**config.mk**
```make
export PLATFORM = sky130hd
export DESIGN_NAME = ddt_cell
export DESIGN_NICKNAME = d
export VERILOG_FILES = /design/src/sv/delivery_dedup_table_defines.svh /design/src/sv/ddt_pkg.sv /design/src/sv/ddt_cell.sv
export SDC_FILE = /design/constraint.sdc
export NUM_CORES = 1
export LEC_CHECK = 0
export ABC_AREA = 1
export BUFFER_PORTS_ARGS = -buffer_cell sky130_fd_sc_hd__buf_2
export CAP_MARGIN = 20
export CELL_PAD_IN_SITES_DETAIL_PLACEMENT = 0
export CELL_PAD_IN_SITES_GLOBAL_PLACEMENT = 1
export CORE_MARGIN = 8
export CORE_UTILIZATION = 36
export CTS_CLUSTER_DIAMETER = 50
export DETAILED_ROUTE_END_ITERATION = 8
export HOLD_SLACK_MARGIN = 0.1
export PLACE_DENSITY = 0.86
export SLEW_MARGIN = 20
export SYNTH_ARGS = -nofsm -noshare
export SYNTH_HDL_FRONTEND = slang
export SYNTH_SLANG_ARGS = --single-unit
export TNS_END_PERCENT = 5
```
**constraint.sdc**
```tcl
create_clock -name i_clk -period 2.5 [get_ports i_clk]
set_input_delay 0.5 -clock i_clk [delete_from_list [all_inputs] [get_ports i_clk]]
set_output_delay 0.5 -clock i_clk [all_outputs]
set_load 0.02 [all_outputs]
```
**src/sv/delivery_dedup_table_defines.svh**
```systemverilog
// ----------------------------------------------------------------------------
// Delivery dedup table assertion macros
// Concurrent assertion helpers; they expand to nothing in synthesis.
// ----------------------------------------------------------------------------
`ifndef DELIVERY_DEDUP_TABLE_DEFINES_SVH
`define DELIVERY_DEDUP_TABLE_DEFINES_SVH
`ifndef SYNTHESIS
`define DDT_ASSERT(label, clk, rst_n, prop) \
    label: assert property (@(posedge clk) disable iff (!rst_n) prop) \
        else $error("dedup table check failed");
`define DDT_ASSERT_NEXT(label, clk, rst_n, ante, cons) \
    label: assert property (@(posedge clk) disable iff (!rst_n) (ante) |=> (cons)) \
        else $error("dedup table sequence check failed");
`else
`define DDT_ASSERT(label, clk, rst_n, prop)
`define DDT_ASSERT_NEXT(label, clk, rst_n, ante, cons)
`endif
`endif

```
**src/sv/ddt_pkg.sv**
```systemverilog
// ----------------------------------------------------------------------------
// Delivery dedup table package
// Shared constants, operation and status codes, sequencer states.
// ----------------------------------------------------------------------------
package ddt_pkg;

    localparam int TABLE_SLOTS_DEF  = 64;
    localparam int WINDOW_DEPTH_DEF = 64;
    localparam int CFG_W            = 7;
    localparam int CNT_OUT_W        = 7;
    localparam int STATUS_W         = 3;
    localparam int KEY_W            = 64;
    localparam logic [CFG_W-1:0] WINDOW_RESET = 7'd64;

    typedef enum logic [1:0] {
        K_BEGIN = 2'd0,
        K_MARK  = 2'd1,
        K_ABORT = 2'd2,
        K_NONE  = 2'd3
    } t_kind;

    typedef enum logic [STATUS_W-1:0] {
        ST_ACQUIRED   = 3'd0,
        ST_DELIVERED  = 3'd1,
        ST_PROCESSING = 3'd2,
        ST_INVALID    = 3'd3,
        ST_FULL       = 3'd4
    } t_status;

    typedef enum logic [2:0] {
        S_IDLE,
        S_LOOK,
        S_EXEC,
        S_TRIM_RD,
        S_TRIM_POP,
        S_PUSH,
        S_DONE
    } t_state;

    typedef struct packed {
        logic alloc;
        logic release_slot;
        logic mark;
    } t_cell_cmd;

endpackage

```
**src/sv/ddt_cell.sv**
```systemverilog
// ----------------------------------------------------------------------------
// Dedup table cell
// One table slot: used flag, key and delivered flag, with a key compare.
// ----------------------------------------------------------------------------
module ddt_cell #(
    parameter int SW  = 6,
    parameter int IDX = 0
) (
    input  logic                      i_clk,
    input  logic                      i_rst_n,
    input  logic [ddt_pkg::KEY_W-1:0] i_key,
    input  logic [SW-1:0]             i_sel,
    input  ddt_pkg::t_cell_cmd        i_cmd,
    output logic                      o_hit,
    output logic                      o_used,
    output logic                      o_dlv
);

    localparam logic [SW-1:0] MY_IDX = SW'(IDX);

    logic                      r_used;
    logic                      r_dlv;
    logic [ddt_pkg::KEY_W-1:0] r_key;
    logic                      w_me;

    assign w_me = (i_sel == MY_IDX);

    always_ff @(posedge i_clk) begin
        if (!i_rst_n) begin
            r_used <= 1'b0;
        end else if (w_me && i_cmd.alloc) begin
            r_used <= 1'b1;
        end else if (w_me && i_cmd.release_slot) begin
            r_used <= 1'b0;
        end
    end

    always_ff @(posedge i_clk) begin
        if (w_me && i_cmd.alloc) begin
            r_key <= i_key;
            r_dlv <= 1'b0;
        end else if (w_me && i_cmd.mark) begin
            r_dlv <= 1'b1;
        end
    end

    assign o_hit  = r_used && (r_key == i_key);
    assign o_used = r_used;
    assign o_dlv  = r_dlv;

endmodule

```
Word level (Yosys, flattened, before mapping)
Cells that the tools add are included.
- equal/unequal tests: 1
- multiplexer cells: 2
- reduce and logical (&&, ||, !) cells: 6
- operator list (cell ; count):
    equality test 64 bit ; 1
    zero test 6 bit ; 1
    logical AND 1 bit ; 4
    two-way mux 1 bit ; 2
    nonzero test 2 bit ; 1
- register bits after elaboration: 66
- word-level logic and storage cells: 12

Longest topological paths before layout
- depth after elaboration: 4
- mapped depth: 10
- gate-level depth less buffers: 10

Worst setup path before layout
OpenSTA, ideal clock, no wires.
- path kind: input -> register
- start: input i_sel[3]
- end: register r_key[0] in the netlist's numbering (enable)
- setup time: 0.419 ns
- arrival: 2.167 ns
- slack: -0.086 ns
- stages on the path: 5
- path buffers: 0
- cells stage by stage: nor2_1 nand3_1 nor3_2 nand2_1 inv_1
- word-level cells in the longest chain between the ends: 2
- ends and longest elaborated chain (element ; RTL line ; source):
    from (decl) ; ddt_cell.sv:12 ; input logic [SW-1:0] i_sel,
    zero test 6 bit ; ddt_cell.sv:26 ; assign w_me = (i_sel == MY_IDX);
    logical AND 1 bit ; ddt_cell.sv:39 ; if (w_me && i_cmd.alloc) begin
    to (signal assigned) ; ddt_cell.sv:40 ; r_key <= i_key;
    to (decl) ; ddt_cell.sv:23 ; logic [ddt_pkg::KEY_W-1:0] r_key;
No other way between the ends.
A chain may end at the register's enable or synchronous reset.

Worst setup path in the final report
- start: register r_key[40] in the netlist's numbering
- end: output o_hit
- word-level cells in the longest chain between the ends: 2
- ends and longest elaborated chain (element ; RTL line ; source):
    equality test 64 bit ; ddt_cell.sv:47 ; assign o_hit = r_used && (r_key == i_key);
    logical AND 1 bit ; ddt_cell.sv:47 ;
    to (decl) ; ddt_cell.sv:14 ; output logic o_hit,
No other way between the ends.

==> metrics.cfg <==
[status]
outcome=finished, final reports clean

[worst_setup_path]
reg2reg_depth=2
worstPathArrival_ps=1720
crit_path_end_kind=output port
cpMaxStageDelayCell=edfxtp_1
worst_r2r_startpoint=o_used
cp_top_family=simple AND/OR/NAND/NOR gates
worst-setup-path-type=reg2out
required_ps=2000
cp-start-kind=flop
ff2ff_setup_slack_ps=1900
worstPathCellList=nand2_1 > nand2_1 > nor2_1 > nand2_1 > nor2_1 > nand2_1 > nor2_1 > nand2_1 > nor2_2 > buf_2
critPathMaxFanout=2
crit_buf_inv=1
path_common_cell=nand2_1
critPathMaxStageDelay_ps=390
reg2reg_to=o_used

[routing]
route.vias.total=2265
drcViolationCount=0
viasPerCell=4.18
totalWireLength_microns=6590
wl_per_cell_microns=12.2
ant_nets=0
dr.pass1.iters=4
drt_iter0_markers=105

[yosys]
synth_top_family_by_area=simple AND/OR/NAND/NOR gates
synth_compound_area_share_pct=3.57
synthAdderAreaFrac_pct=0
synth_top_area_cell=edfxtp_1
avgSynthCellArea_sq_um=9.20
yosysSeqAreaShare_pct=62.9
synthCells=339
synthTopCellsByArea=edfxtp_1 62%, nand2_1 14%, inv_1 8.3%, nor2_1 5.5%, xnor2_1 2.5%
synth-seq-cells=66
synth_area_sq_um=3120
synth_fp_nets=414
synthMuxAreaShare_pct=0
synth_warnings=0
synth_top_area_share_pct=61.6
synthXorXnorAreaFrac_pct=4.49
ys_types=15
yosys.area_share.simple_pct=20.7

[global_routing]
overflow=0
grt_pass1_wl_microns=10700
grt_max_degree=28
antenna_found_initial=0
grt_usage_pct=11.7
grt_pass1_vias=2375

[min_path]
min_to=r_key[3]
hold_depth=1
holdCritPathClass=in2reg
min_from=i_key[3]

[placed_design]
pre_cts_slack_ps=381
dp_hpwl_microns=5210
routabilityCongestion=0.703
numPortBuffers=77

[power_and_ir_drop]
p_leak_nw=1.82
max-vdd-ir-drop_mv=0.325
finalPower_mw=2.30
power.density_nw_per_um2=592

[layout]
drive_above_1_share_pct=22.6
final_cell_mix=115 x nand2_1, 77 x buf_2, 68 x inv_1
final_common_cell=nand2_1
register_area_sq_um=1960
fillers=830
fin_nets=504
n_antenna_cell=0
multi_input_area_sq_um=897
syn_to_final_growth_pct=24.6

[floorplan]
die_w_microns=109
rows=34
core_area_sq_um=8550
die_h_microns=109
die-area_sq_um=11900
start_util_pct=36.5
io_pins=78

[clock_network]
clockRootBuffer=clkbuf_8
cts_buffer_depth=2
insertion_delay_ps=340
cts_buffers=9
cts_tree=done
cts-resized-gates=0
path_clk_slew_ps=80
htree_levels=3
cts-hold-fix-buffers=0
postCtsSetupRepairBufs=0
cts.sinks=66

[timing]
slew_viol_final=0
rsz0062_at_grt=false
max_freq_mhz=451
setup_viol=0
timing.final.crit_share_pct=88.7
fin_crit_ps=2220
finalHoldViolations=0
tns_ps=0
relSlewSlack_pct=75.9
worstMarginPinSlew_ps=361
fin_ws_ps=283
fin_skew_ps=0

[job]
max-cap-violations=0

## layout make-up
class	instances	area share [%]
Multi-Input combinational cell	204	23.1
Clock buffer	10	3.54
Inverter	69	6.76
Clock inverter	6	1.71
Tap cell	108	3.48
Timing Repair Buffer	79	10.9
Sequential cell	66	50.5
## stage by stage
step	hold slack, ps	utilization [%]	instance area, sq um	std cells
after floorplan	556	-	3120	339
after global placement	448	43.1	3680	526
after detailed placement	459	43.1	3680	526
after CTS	330	45.4	3890	542
after global routing	330	45.4	3890	542
final	347	45.4	3890	542
## power breakdown
| group | internal (mW) | leakage (nW) | switching (mW) |
|---|---|---|---|
| registers | 1.22 | 0.592 | 0.00406 |
| clock network | 0.487 | 0.0945 | 0.417 |
| logic | 0.0794 | 1.13 | 0.0898 |
| total | 1.79 | 1.82 | 0.511 |
## Yosys cell counts
| cell | number |
|---|---|
| xnor2_1 | 9 |
| edfxtp_1 | 64 |
| nor2_2 | 1 |
| nor3_2 | 1 |
| nand2_1 | 115 |
| nor3_1 | 2 |
| inv_1 | 69 |
| nand3_1 | 3 |
| o22ai_1 | 7 |
| dfxtp_1 | 2 |
| a21oi_1 | 1 |
| xor2_1 | 7 |
| nor2_1 | 46 |
| o21ai_0 | 11 |
| a21boi_0 | 1 |
## per-layer routing
layer  track usage, %  routed length [microns]  vias to the layer above
met4             5.08                      123                        0
met3             3.19                      348                       12
li1                 -                        -                     1232
met1             13.5                     2900                      974
met2             19.8                     3220                       47
met5                0                        0                        -
## logic make-up (layout without fill, tap and decap cells)
group | Yosys count | count (layout)
buffers and inverters | 69 | 164
flip-flops | 66 | 66
AND/OR/NAND/NOR | 168 | 168
AO/OA/AOI/OAI | 20 | 20
XOR/XNOR | 16 | 16
## how the worst max path moves through the flow
stage | start | end | cells after the start
after global placement | i_key[2] | o_hit | 12
after global routing | r_key[41] | o_hit | 8
final | r_key[40] | o_hit | 10
after CTS | r_key[40] | o_hit | 10
after detailed placement | i_key[40] | o_hit | 12
after floorplan | i_sel[1] | r_key[0] | 5
## state kept, by name (all words and copies together), names as in the netlist
signal  flops
o_used      1
o_dlv       1
r_key      64
(Power assumes the default switching activity.)
