`src/sv/delivery_dedup_table_defines.svh`:
```
// ----------------------------------------------------------------------------
// Delivery dedup table assertion macros
// Concurrent assertion helpers; they expand to nothing in synthesis.
// ----------------------------------------------------------------------------
`ifndef DELIVERY_DEDUP_TABLE_DEFINES_SVH
`define DELIVERY_DEDUP_TABLE_DEFINES_SVH
`ifndef SYNTHESIS
`define DDT_ASSERT(label, clk, rst_n, prop) \
    label: assert property (@(posedge clk) disable iff (!rst_n) prop) \
        else $error("dedup table check failed");
`define DDT_ASSERT_NEXT(label, clk, rst_n, ante, cons) \
    label: assert property (@(posedge clk) disable iff (!rst_n) (ante) |=> (cons)) \
        else $error("dedup table sequence check failed");
`else
`define DDT_ASSERT(label, clk, rst_n, prop)
`define DDT_ASSERT_NEXT(label, clk, rst_n, ante, cons)
`endif
`endif

```
`src/sv/ddt_penc.sv`:
```
// ----------------------------------------------------------------------------
// Dedup table priority encoder
// Index of the lowest set bit of a request vector, and whether any is set.
// ----------------------------------------------------------------------------
module ddt_penc #(
    parameter int N  = 64,
    parameter int SW = 6
) (
    input  logic [N-1:0]  i_req,
    output logic          o_found,
    output logic [SW-1:0] o_idx
);

    always_comb begin
        o_found = 1'b0;
        o_idx   = '0;
        for (int i = N - 1; i >= 0; i--) begin
            if (i_req[i]) begin
                o_found = 1'b1;
                o_idx   = SW'(i);
            end
        end
    end

endmodule

```
`config.mk`:
```
export PLATFORM = sky130hd
export DESIGN_NAME = ddt_penc
export DESIGN_NICKNAME = d
export VERILOG_FILES = /design/src/sv/delivery_dedup_table_defines.svh /design/src/sv/ddt_penc.sv
export SDC_FILE = /design/constraint.sdc
export NUM_CORES = 1
export LEC_CHECK = 0
export BUFFER_PORTS_ARGS = -buffer_cell sky130_fd_sc_hd__buf_2
export CAP_MARGIN = 25
export CORE_AREA = 2 2 47 49
export DETAILED_ROUTE_END_ITERATION = 12
export DIE_AREA = 0 0 49 51
export GPL_TIMING_DRIVEN = 1
export PLACE_DENSITY = 0.83
export SYNTH_ARGS = -nofsm -noshare
export SYNTH_HDL_FRONTEND = slang
export SYNTH_SLANG_ARGS = --single-unit
```
`constraint.sdc`:
```
create_clock -name vclk -period 1.9
set_clock_uncertainty 0.05 [all_clocks]
set_input_delay 0.095 -clock vclk [all_inputs]
set_output_delay 0.095 -clock vclk [all_outputs]
set_load 0.05 [all_outputs]
```
== Word-level counts from Yosys, hierarchy flattened ==
Index checks and enable logic that the tools add are counted.

* Multipliers: 0
* $lt $le $gt $ge: 0
* Shift-type cells: 0
* Bitwise operators: 0
* Eq/ne operators: 0
* Div/mod/pow operators: 0
* Multiplexer cells: 128
* $add $sub $neg: 0
* Reduce and logical (&&, ||, !) cells: 0

{| class="wikitable"
|+ Operators by type and width
! kind !! count
|-
| 6-bit two-way mux || 64
|-
| 1-bit two-way mux || 64
|}

* ROM bits: 0
* Memories: 0
* Input port bits: 64
* Register bits after elaboration: 0
* Bits in writable memories: 0
* Latch bits: 0
* Output and inout bits: 7

== Logic depth before layout (Yosys ltp) ==
Gate-level depths: netlist (run 1).

* Word-level depth: 64
* Depth in mapped cells: 6
* Mapped depth without buffers: 6

== Worst setup path before layout (run 1) ==
OpenSTA, ideal clock, no wires.

* Path type: input -> output
* Start: input i_req[56]
* End: output o_idx[2]
* Required time: 1.755 ns
* Slack: -0.085 ns
* Arrival time: 1.840 ns
* Stages: 6
* Cell sequence: or4_4 o21ai_1 a21oi_1 o21ai_1 o2111ai_1 a21boi_1

* Word-level cells in the longest chain between the ends: 57

{| class="wikitable"
|+ RTL lines
! element !! line !! text
|-
| start: declaration || ddt_penc.sv:9 || <nowiki>input logic [N-1:0] i_req,</nowiki>
|-
| 6-bit two-way mux (57 in series) || ddt_penc.sv:18 || <nowiki>if (i_req[i]) begin</nowiki>
|-
| end: declaration || ddt_penc.sv:11 || <nowiki>output logic [SW-1:0] o_idx</nowiki>
|}

Every way passes these cells.

== Worst setup path in the final report (run 1) ==
Ends and elaborated chain as after synthesis.

==> summary.txt, run 1 <==
Cells and area
  – Most common cell after layout, fill and taps aside: buf_2
  – CLK BUF: 0
  – FF/Latch Area: 0 µm²
  – Fin util: 57.2%
  – Area grow syn2layout: 54.8%
  – Nets: 279
  – Post-route cell area: 1180 µm²
  – Diodes inserted: 0
  – Num sequential: 0
  – Layout cell share with drive strength beyond 1: 37.1%
  – Post-Layout Cell Count: 241
  – Most frequent cells in the layout: 70 x buf_2, 29 x nor2_1, 15 x nor4_1

Place
  – Pre-CTS WS: 39.3 ps
  – DP Area: 1170 µm²
  – Placed cells: 241
  – Port-buffer cells: 71
  – Placer Congestion: 0.842
  – DP Wirelength: 2290 µm

Logic synthesis
  – Post-synth cell types: 34
  – Synth Area in XOR/XNOR: 0%
  – Post-synthesis simple-gate area fraction: 55.1%
  – Syn nets: 204
  – Syn. warnings: 0
  – Post-synthesis compound-gate area fraction: 39.0%
  – Adder-cell share of the synthesized area: 0%
  – Post-synthesis cell area: 763 µm²
  – Largest family of logic cells by synthesized area: simple AND/OR/NAND/NOR gates
  – Sequential area share after synthesis: 0%
  – Mux share of post-synthesis cell area: 0%
  – Syn Inst Count: 140
  – Syn avg cell area: 5.45 µm²

Worst setup path
  – Cells along the critical path: buf_2 -> or4_4 -> o21ai_1 -> a21oi_1 -> o21ai_1 -> o2111ai_1 -> a21boi_2 -> buf_6
  – Largest fanout on the critical path: 3
  – Critical path's most frequent cell: o21ai_1
  – WP data required: 1750 ps
  – CP Data Arrival Time: 1660 ps
  – Crit start category: input port
  – CP bufs+invs: 2
  – Slowest CP cell: or4_4
  – Crit path kind: input port to output port
  – Cell class contributing the biggest share of worst-path delay: compound AO/OA/AOI/OAI gates
  – Crit-path max cell delay: 530 ps
  – CP Capture Type: output port

Power and ir drop
  – Worst VDD drop: 81.1 µV
  – Final Power: 0.197 mW
  – LEAKAGE: 0.536 nW
  – Cell Pwr Density: 167 nW/µm²

STA
  – Slew headroom: 66.2%
  – Post-route setup TNS: 0 ps
  – Worst slew pin tran: 503 ps
  – RSZ-0062 raised after global routing: no
  – Slew Viols, Final: 0
  – WHS: 608 ps
  – Final period util: 94.8%
  – Worst setup margin: 99.3 ps
  – Endpoints failing hold: 0
  – Fmax: 0.555 GHz
  – Final period demand of the worst path: 1800 ps
  – Setup violations, final: 0

Floorplanning
  – Core area: 2060 µm²
  – Rows: 17
  – Die Y: 51 µm
  – Top Ports: 71
  – Full die area: 2500 µm²
  – Starting Density: 37.0%
  – DIE WIDTH: 49 µm

Drt
  – Post-route ant nets: 0
  – Total Wirelength: 2500 µm
  – Routed vias/inst: 5.43
  – Initial DRC Count: 18
  – Vias: 1308
  – Drt drc: 0
  – Initial DRT Pass Iterations: 5
  – Average wire per standard cell: 10.4 µm

Worst hold path
  – Hold Path Class: input port to output port

GRT
  – Initial antenna violation count: 0
  – First-pass GRT wire length: 4430 µm
  – Vias in the first global route: 1227
  – Grt total ovfl: 0
  – All-Layer GR Usage: 20.6%
  – Largest net degree at the start of global routing: 6

Run status
  – Status: finished clean

Flow run
  – # Max-Cap Violations: 0

Clock network
  – Hold_buf cts: 0
[synthesized netlist by cell type]
cell type  instances  area (µm²)
a2111oi_0          1        8.76
a2111oi_1          1        10.0
a21boi_1           1        7.51
a21oi_1           13        65.1
a221oi_1           1        8.76
a311oi_1           2        17.5
a31oi_1            2        12.5
a41oi_1            1        8.76
and3_1             2        12.5
and4_1             1        8.76
inv_1             12        45.0
nand2_1            8        30.0
nand2b_1           1        6.26
nand3_1            4        20.0
nand4_1            2        12.5
nor2_1            29         109
nor2_2             1        6.26
nor2b_1            3        18.8
nor3_1            11        55.1
nor4_1            15        93.8
o2111ai_1          1        8.76
o211ai_1           2        15.0
o21a_1             1        7.51
o21ai_0            8        40.0
o21ai_1            4        20.0
o21bai_1           1        7.51
o221ai_1           1        8.76
o2bb2ai_1          1        8.76
o311a_1            1        10.0
o311ai_1           2        17.5
o31ai_1            2        15.0
or2_1              1        6.26
or4_1              1        7.51
or4_4              3        33.8
[report_power, final]
part / leakage, nW / internal (mW) / total [mW] / switching, mW
clock: 0 / 0 / 0 / 0
sequential: 0 / 0 / 0 / 0
combinational: 0.536 / 0.0867 / 0.197 / 0.110
total: 0.536 / 0.0867 / 0.197 / 0.110
[area by class of cell]
type               instances  area (µm²)
multi-input cells        128         724
well taps                 28        35.0
inverters                 12        45.0
fillers                  232         882
repair buffers            73         377
[tightest hold or removal path: stages]
cell and delay (ps):
buf_2 100, nor4_1 60, a21boi_2 160, buf_6 150
[timing repair]
item / in CTS / in global routing
endpoints found under the setup margin: 0 / 1
buffers inserted: 0 / 0
gates resized for setup: 0 / 3
[per-layer routing]
| metal | wire [µm] | GRT usage [%] | vias to the layer above | share of wire, % |
|---|---|---|---|---|
| met5 | 0 | 0 | - | 0 |
| met4 | 0 | 0.952 | 0 | 0 |
| met3 | 170 | 0.877 | 0 | 6.8 |
| met2 | 1200 | 42.5 | 51 | 48 |
| met1 | 1130 | 24.4 | 558 | 45 |
| li1 | - | - | 699 | - |
[cells by family after synthesis]
family	count (synthesis)
and+or+nand+nor	82
buffers and inverters	12
AOI/OAI and AO/OA	46
[path summary, 6_finish.rpt]
check	slack [ps]	cells past startpoint	from	to
max	100	8	i_req[56]	o_idx[2]
min	610	4	i_req[1]	o_idx[2]
(Power assumes the default switching activity.)
==> run 2: changes to the inputs <==
--- a/config.mk
+++ b/config.mk
@@ -7,11 +7,12 @@
 export LEC_CHECK = 0
 export BUFFER_PORTS_ARGS = -buffer_cell sky130_fd_sc_hd__buf_2
 export CAP_MARGIN = 25
-export CORE_AREA = 2 2 47 49
+export CORE_AREA = 8 8 53 55
 export DETAILED_ROUTE_END_ITERATION = 12
-export DIE_AREA = 0 0 49 51
+export DIE_AREA = 0 0 61 63
 export GPL_TIMING_DRIVEN = 1
 export PLACE_DENSITY = 0.83
 export SYNTH_ARGS = -nofsm -noshare
 export SYNTH_HDL_FRONTEND = slang
 export SYNTH_SLANG_ARGS = --single-unit
+export TNS_END_PERCENT = 30
==> summary.txt, run 2 (synthesis gave the netlist of run 1 again) <==
Run status
  – Status: finished clean (unchanged)

Power and ir drop
  – LEAKAGE: 0.538 nW (was 0.536 nW)
  – Sw frac: 56.7% (was 55.9%)
  – Cell Int Power: 0.0874 mW (was 0.0867 mW)
  – Clock power share: 0% (about the same)
  – Logic pwr share: 100.0% (about the same)
  – Switch Pwr: 0.115 mW (was 0.110 mW)
  – Worst VDD drop: 88.4 µV (was 81.1 µV)
  – Sequential Power Share: 0% (about the same)
  – Cell Pwr Density: 169 nW/µm² (was 167 nW/µm²)

GRT
  – Largest net degree at the start of global routing: 6 (unchanged)
  – Initial antenna violation count: 0 (unchanged)
  – First-pass GRT wire length: 4890 µm (was 4430 µm)
  – Grt total ovfl: 0 (unchanged)
  – All-Layer GR Usage: 14.6% (was 20.6%)
  – Vias in the first global route: 1306 (was 1227)

Worst setup path
  – Crit start category: input port (unchanged)
  – Largest fanout on the critical path: 3 (unchanged)
  – CP Capture Type: output port (unchanged)
  – WP data required: 1750 ps (about the same)
  – Crit path kind: input port to output port (unchanged)
  – CP Data Arrival Time: 1630 ps (was 1660 ps)
  – Crit path launch: i_req[31] (was i_req[56])

Floorplanning
  – Rows: 17 (unchanged)
  – Starting Density: 37.0% (unchanged)
  – Core area: 2060 µm² (unchanged)
  – DIE WIDTH: 61 µm (was 49 µm)
  – Full die area: 3840 µm² (was 2500 µm²)
  – Die Y: 63 µm (was 51 µm)
  – Top Ports: 71 (unchanged)

Cells and area
  – Diodes inserted: 0 (unchanged)
  – CLK BUF: 0 (unchanged)
  – Nets: 279 (unchanged)
  – Post-Layout Cell Count: 241 (unchanged)
  – Post-route cell area: 1190 µm² (was 1180 µm²)
  – FF/Latch Area: 0 µm² (unchanged)
  – Layout cell share with drive strength beyond 1: 38.0% (was 37.1%)
  – Area grow syn2layout: 56.6% (was 54.8%)
  – Most frequent cells in the layout: 70 x buf_2, 29 x nor2_1, 14 x nor4_1 (was 70 x buf_2, 29 x nor2_1, 15 x nor4_1)
  – Most common cell after layout, fill and taps aside: buf_2 (unchanged)
  – Num sequential: 0 (unchanged)

Place
  – DP Area: 1170 µm² (about the same)
  – Placer Congestion: 0.846 (was 0.842)
  – Placed cells: 241 (unchanged)
  – DP Wirelength: 2750 µm (was 2290 µm)
  – Port-buffer cells: 71 (unchanged)

Drt
  – Drt drc: 0 (unchanged)
  – Routed vias/inst: 5.68 (was 5.43)
  – Vias: 1369 (was 1308)
  – Initial DRT Pass Iterations: 4 (was 5)
  – Post-route ant nets: 0 (unchanged)
  – Average wire per standard cell: 12.8 µm (was 10.4 µm)
  – Total Wirelength: 3090 µm (was 2500 µm)
  – Initial DRC Count: 40 (was 18)

Clock network
  – Post-CTS Setup Bufs: 0 (unchanged)
  – Hold_buf cts: 0 (unchanged)

Flow run
  – # Max-Cap Violations: 0 (unchanged)

STA
  – Slew Viols, Final: 0 (unchanged)
  – RSZ-0062 raised after global routing: no (unchanged)
  – Setup violations, final: 0 (unchanged)
  – Endpoints failing hold: 0 (unchanged)
  – Worst slew pin tran: 490 ps (was 503 ps)
  – Fmax: 0.564 GHz (was 0.555 GHz)
  – Slew headroom: 67.0% (was 66.2%)
  – Final period util: 93.3% (was 94.8%)
  – Final period demand of the worst path: 1770 ps (was 1800 ps)

Worst hold path
  – Hold Path Class: input port to output port (unchanged)
  – Worst Hold Depth: 5 (was 4)
  – HP Start: i_req[11] (was i_req[1])
  – Hold Path End: o_idx[2] (unchanged)
[run 2: cell counts in the layout (fill, tap and decap cells not counted)]
Identical to the previous run, type by type.
[run 2: timing repair]
item                                    CTS  global route
resized for setup                         0             6
endpoints found under the setup margin    0             1
hold endpoints to repair                  0             0
[run 2: power by group through the flow]
stage	Sequential [mW]	Clock (mW)	Combinational [mW]
floorplan	0	0	0.0774
global placement	0	0	0.193
detailed placement	0	0	0.196
CTS	0	0	0.196
global route	0	0	0.224
finish	0	0	0.202
[run 2: routing by layer]
metal  routed length (µm)  vias to the layer above  GRT usage, %
met5                    0                        -             0
met4                    6                        0         0.583
met3                  301                        2          2.88
met2                 1400                       59          25.0
met1                 1380                      608          18.8
li1                     -                      700             -
[run 2: area by class of cell]
class | count | area, µm²
Fill cell | 214 | 868
Timing Repair Buffer | 73 | 377
Tap cell | 28 | 35.0
Inverter | 12 | 45.0
Multi-Input combinational cell | 128 | 738
[run 2: critical path: stages]
cell and delay [ps]:
buf_2 110, or4_4 540, or2_1 270, nor3_1 190, nor2b_1 150, buf_2 270
[run 2: metrics by stage]
stage | hold WS [ps] | setup slack [ps] | total power, mW | setup TNS, ps | utilization [%]
after detailed placement | 639 | 30.0 | 0.196 | 0 | 56.8
after floorplan | 412 | -27.9 | 0.0774 | -27.9 | -
after global placement | 630 | 61.7 | 0.193 | 0 | 56.8
after CTS | 637 | 31.2 | 0.196 | 0 | 56.8
after global routing | 637 | 25.7 | 0.224 | 0 | 57.9
final | 602 | 127 | 0.202 | 0 | 57.9
[run 2: how the worst max path moves through the flow]
stage | endpoint | slack [ps] | depth (start not counted)
6_report | o_idx[5] | 130 | 6
5_1_grt | o_idx[2] | 30 | 8
4_1_cts | o_idx[2] | 30 | 8
3_5_place_dp | o_idx[2] | 30 | 8
3_3_place_gp | o_idx[2] | 60 | 8
2_1_floorplan | o_idx[5] | -30 | 4
